==> src/rtl/vlsd_pkg.sv <==
// ----------------------------------------------------------------------------
// vlsd_pkg: shared types, constants and helpers
// Widths, command and register codes, pipeline control bundle and the
// magnitude / saturation helpers used by the spring-damper force unit.
// ----------------------------------------------------------------------------
package vlsd_pkg;

	localparam int ROBOT_COUNT    = 8;
	localparam int ROBOT_W        = 3;
	localparam int IDX_W          = (ROBOT_COUNT > 1) ? $clog2(ROBOT_COUNT) : 1;
	localparam int POS_W          = 32;
	localparam int MAG_W          = POS_W - 1;
	localparam int GAIN_W         = 16;
	localparam int PROD_W         = GAIN_W + POS_W;
	localparam int SUM_W          = PROD_W + 1;
	localparam int FRAC_SHIFT     = 8;
	localparam int SHR_W          = SUM_W - FRAC_SHIFT;
	localparam int WIDE_W         = SHR_W + 1;
	localparam int DIFF_W         = MAG_W + 2;
	localparam int RATE_W         = DIFF_W + 5;
	localparam int SAMPLE_RATE_HZ = 20;
	localparam int CFG_IDX_W      = 1;

	typedef logic signed [POS_W-1:0]  pos_t;
	typedef logic        [MAG_W-1:0]  mag_t;
	typedef logic signed [GAIN_W-1:0] gain_t;
	typedef logic signed [WIDE_W-1:0] wide_t;

	typedef enum logic {
		CMD_LOAD    = 1'b0,
		CMD_MEASURE = 1'b1
	} cmd_t;

	typedef enum logic [CFG_IDX_W-1:0] {
		REG_GAIN_SPRING = 1'b0,
		REG_GAIN_DAMPER = 1'b1
	} cfg_reg_t;

	typedef struct packed {
		logic load_s2;
		logic load_out;
	} pipe_ctrl_t;

	// Magnitude with the most negative value clamped to the largest magnitude.
	function automatic mag_t mag31(input pos_t v);
		mag_t m;
		if (v[POS_W-1]) begin
			if (v == {1'b1, {(POS_W-1){1'b0}}}) begin
				m = '1;
			end else begin
				m = MAG_W'(-v);
			end
		end else begin
			m = v[MAG_W-1:0];
		end
		return m;
	endfunction

	// Saturate a wide signed value to the 32-bit signed range.
	function automatic pos_t sat32(input wide_t v);
		pos_t r;
		if ((&v[WIDE_W-1:POS_W-1]) || (~|v[WIDE_W-1:POS_W-1])) begin
			r = v[POS_W-1:0];
		end else if (v[WIDE_W-1]) begin
			r = {1'b1, {(POS_W-1){1'b0}}};
		end else begin
			r = {1'b0, {(POS_W-1){1'b1}}};
		end
		return r;
	endfunction

endpackage

==> src/rtl/vlsd_force_axis.sv <==
// ----------------------------------------------------------------------------
// vlsd_force_axis: force for one axis
// Registers the spring and damper products, then sums, shifts back to
// Q16.16, applies the sign of the offset and saturates into the result.
// ----------------------------------------------------------------------------
module vlsd_force_axis (
	input  logic                 clk,
	input  vlsd_pkg::pipe_ctrl_t ctrl,
	input  vlsd_pkg::gain_t      gain_spring,
	input  vlsd_pkg::gain_t      gain_damper,
	input  vlsd_pkg::pos_t       dev,
	input  vlsd_pkg::pos_t       rate,
	input  vlsd_pkg::pos_t       pos,
	output vlsd_pkg::pos_t       force_q
);
	import vlsd_pkg::*;

	logic signed [PROD_W-1:0] prod_k_s2, prod_c_s2;
	logic                     neg_s2, zero_s2;
	logic signed [SUM_W-1:0]  sum;
	logic signed [SHR_W-1:0]  shifted;
	wide_t                    signed_force;

	always_ff @(posedge clk) begin
		if (ctrl.load_s2) begin
			prod_k_s2 <= PROD_W'(gain_spring) * PROD_W'(dev);
			prod_c_s2 <= PROD_W'(gain_damper) * PROD_W'(rate);
			neg_s2    <= pos[POS_W-1];
			zero_s2   <= (pos == '0);
		end
	end

	always_comb begin
		sum     = SUM_W'(prod_k_s2) + SUM_W'(prod_c_s2);
		// Arithmetic shift: rounds toward minus infinity.
		shifted = sum[SUM_W-1:FRAC_SHIFT];
		if (zero_s2) begin
			signed_force = '0;
		end else if (neg_s2) begin
			signed_force = -WIDE_W'(shifted);
		end else begin
			signed_force = WIDE_W'(shifted);
		end
	end

	always_ff @(posedge clk) begin
		if (ctrl.load_out) begin
			force_q <= sat32(signed_force);
		end
	end

endmodule

==> config.mk <==
export PLATFORM = sky130hd
export DESIGN_NAME = vlsd_force_axis
export DESIGN_NICKNAME = d
export VERILOG_FILES = /design/src/rtl/vlsd_pkg.sv /design/src/rtl/vlsd_force_axis.sv
export SDC_FILE = /design/constraint.sdc
export NUM_CORES = 2
export LEC_CHECK = 0
export BUFFER_PORTS_ARGS = -buffer_cell sky130_fd_sc_hd__buf_2
export CAP_MARGIN = 10
export CELL_PAD_IN_SITES_DETAIL_PLACEMENT = 0
export CELL_PAD_IN_SITES_GLOBAL_PLACEMENT = 2
export CORE_ASPECT_RATIO = 2
export CORE_MARGIN = 1
export CORE_UTILIZATION = 25
export CTS_CLUSTER_SIZE = 16
export DETAILED_ROUTE_END_ITERATION = 8
export PLACE_DENSITY = 0.55
export SYNTH_ARGS = -nofsm -noshare
export SYNTH_HDL_FRONTEND = slang
export SYNTH_SLANG_ARGS = --single-unit
export TNS_END_PERCENT = 30
==> constraint.sdc <==
create_clock -name clk -period 11.2 [get_ports clk]
set_input_delay 1.68 -clock clk [delete_from_list [all_inputs] [get_ports clk]]
set_output_delay 1.68 -clock clk [all_outputs]
set_load 0.005 [all_outputs]
==> impl_metrics.ini <==
[grt]
grt_use_total = 0.168
grt_pass1_vias = 36642
antenna_found_initial = 9
met3_usage = 0.00846
use_met2 = 0.347
met1_usage = 0.184
grt_overflow = 0
top_usage_layer = met2
grt_max_degree = 52
grt_pass1_wl_mm = 224

[clock_network]
cts_setup_buffers = 0
cts_resized = 0
cts_made_buffers = 17
numClockSinks = 130
cts.clk_slew.worst_paths_ns = 0.07
h-tree-depth = 4
clockBufferDepth = 2
ctsHoldBuffers = 0
clk_latency_ns = 0.46
cts_tree = done
root_buffer = clkbuf_16

[run]
cap_violations = 0

[cells_and_area]
area_growth_pct = 8.61
finalNetCount = 6157
finalInstanceArea_sq_um = 47300
final_layout_size_suffix_gt1_frac = 0.0607

[timing]
max_freq_mhz = 102
period_needed_ns = 9.80
drv_slew = 0
fin_crit_sh = 0.875
rsz0062_at_grt = false
whs_ns = 1.10
tightest_slew_ns = 0.982
slew_headroom = 0.342
finalHoldViolations = 0
fin_skew_ns = 0.0120
setup_tns_ns = 0
finalSetupViolCount = 0

[logic_synthesis]
postSynth.asyncResetShare = 0
ys_ff_latch = 130
synth.distinct_cells = 88
synth_edf_count = 130
avgSynthCellArea_sq_um = 9.14
yosys_warnings = 0
synth_seq_area_share = 0.0896
netlist_area_sq_um = 43600
synthFlopType = edfxtp_1
syn_inst = 4765
syn-num-nets = 6144

[setup_path]
cpPeakStageDelay_ns = 0.81
crit_family = compound AO/OA/AOI/OAI gates
crit_fanout = 32
path_cells = buf_2 -> and2_1 -> fa_1 -> fa_1 -> ha_1 -> fa_1 -> inv_1 -> fa_1 -> fa_1 -> inv_1 -> ha_1 -> a2111oi_0 -> o311ai_0 -> o41ai_1 -> nand4_1 -> a31oi_1 -> o21ai_0 -> a2111oi_0 -> nor3_1 -> o21ai_0 -> a21oi_1 -> a21oi_1 -> nand3_1 -> o311ai_0
slowest_stage = a2111oi_0
worst-path-buf-inv = 3
worstPathArrival_ns = 10.04
required_ns = 11.43
critPathKind = in -> reg
critPathMostFrequentCell = fa_1
cp-start-kind = input pin
crit_path_end_kind = flip-flop

[placed_design]
postPlaceCellArea_sq_um = 46700
gp_congestion = 0.827
dp_hpwl_mm = 121
io_buffers = 162

[die]
core-area_sq_um = 173000
num_rows = 216
fp.dieArea_sq_um = 176000
die_h_microns = 592
io_pins = 163
fp.dieW_microns = 297
start_util = 0.252

[route]
vias = 31417
via_per_inst = 4.44
antenna_left = 0
drtIter0Drc = 1139
drc = 0
first_pass_iters = 7
wirelength_mm = 143
post_drt_wl_per_cell_microns = 20.2

[worst_hold_path]
worstHoldPathType = reg -> reg

[outcome]
status = finished clean
==> tightest hold or removal path: stages, from the launching register on <==
cell      delay, ns
edfxtp_1       0.36
buf_4          0.29
a21oi_1        0.27
==> synthesized netlist by cell type, drive strengths merged, types with 40 or more instances <==
library cell,n,area (sq um)
clkbuf,179,672
xnor2,113,990
fa,972,19500
and2,420,2630
xor2,50,453
nand3,41,205
nand2,650,2440
inv,1121,4210
nand2b,40,250
o21ai,91,463
ha,276,3450
nor2,137,514
edfxtp,130,3900
a21o,50,375
a21oi,145,752
==> cells in the final DEF (no fill, tap or decap), types with 15 or more instances in the layout <==
cell and count:
fa_1 972, buf_4 25, a21oi_1 140, nand2_1 650, nor2_1 137, nand2b_1 40
or3_1 15, buf_2 161, inv_1 1120, o21bai_1 23, a21o_1 49, ha_1 276
nor3_1 37, nand3_1 41, xor2_1 48, o31ai_2 27, nand4_1 23, edfxtp_1 130
a31oi_1 15, clkbuf_16 17, and2_1 419, o21ai_0 81, xnor2_1 113
==> logic make-up after synthesis <==
| logic type | synth area share |
|---|---|
| adder cells (fa/ha/maj) | 0.526 |
| XOR/XNOR | 0.0331 |
| buffers and inverters | 0.114 |
| multiplexers | 0.00167 |
| flip-flops | 0.0896 |
| AO/OA/AOI/OAI | 0.0755 |
| AND/OR/NAND/NOR | 0.160 |
==> routing by layer <==
layer	routed length, microns	up-vias
met5	9	-
met4	2780	2
met3	2460	107
met2	83500	457
met1	54400	16488
li1	-	14363
==> area by class of cell <==
cell class,count,area [sq um]
fill,18784,126000
timing repair buffer,187,1010
clock inverter,15,194
multi-input combinational,3321,34700
tap,2289,2860
clock buffer,17,425
inverter,1121,4210
sequential,130,3900
antenna,3,7.51
==> registers in the layout, summed over array words and instances, names as in the netlist <==
register   flops
force_q       32
prod_c_s2     48
neg_s2         1
prod_k_s2     48
zero_s2        1
==> final timing paths <==
path | from | end | slack, ns | cells past startpoint
min reg2reg | zero_s2$_DFFE_PP_ | force_q[31]$_DFFE_PP_ | 1.10 | 2
max reg2reg | prod_k_s2[13]$_DFFE_PP_ | force_q[1]$_DFFE_PP_ | 4.55 | 16
max | gain_damper[2] | prod_c_s2[44]$_DFFE_PP_ | 1.40 | 24
min | zero_s2$_DFFE_PP_ | force_q[31]$_DFFE_PP_ | 1.10 | 2
==> stage by stage <==
| stage | worst slack, ns | utilization | std cells |
|---|---|---|---|
| 2_1_floorplan | 2.44 | - | 4765 |
| 3_3_place_gp | 0.536 | 0.270 | 7048 |
| 3_5_place_dp | 0.587 | 0.270 | 7048 |
| 4_1_cts | 1.06 | 0.273 | 7080 |
| 5_1_grt | 0.662 | 0.274 | 7081 |
| 6_report | 1.40 | 0.274 | 7083 |
Power is not shown: default switching activity piles up to over one toggle a cycle in this logic, so the estimate is an artifact.
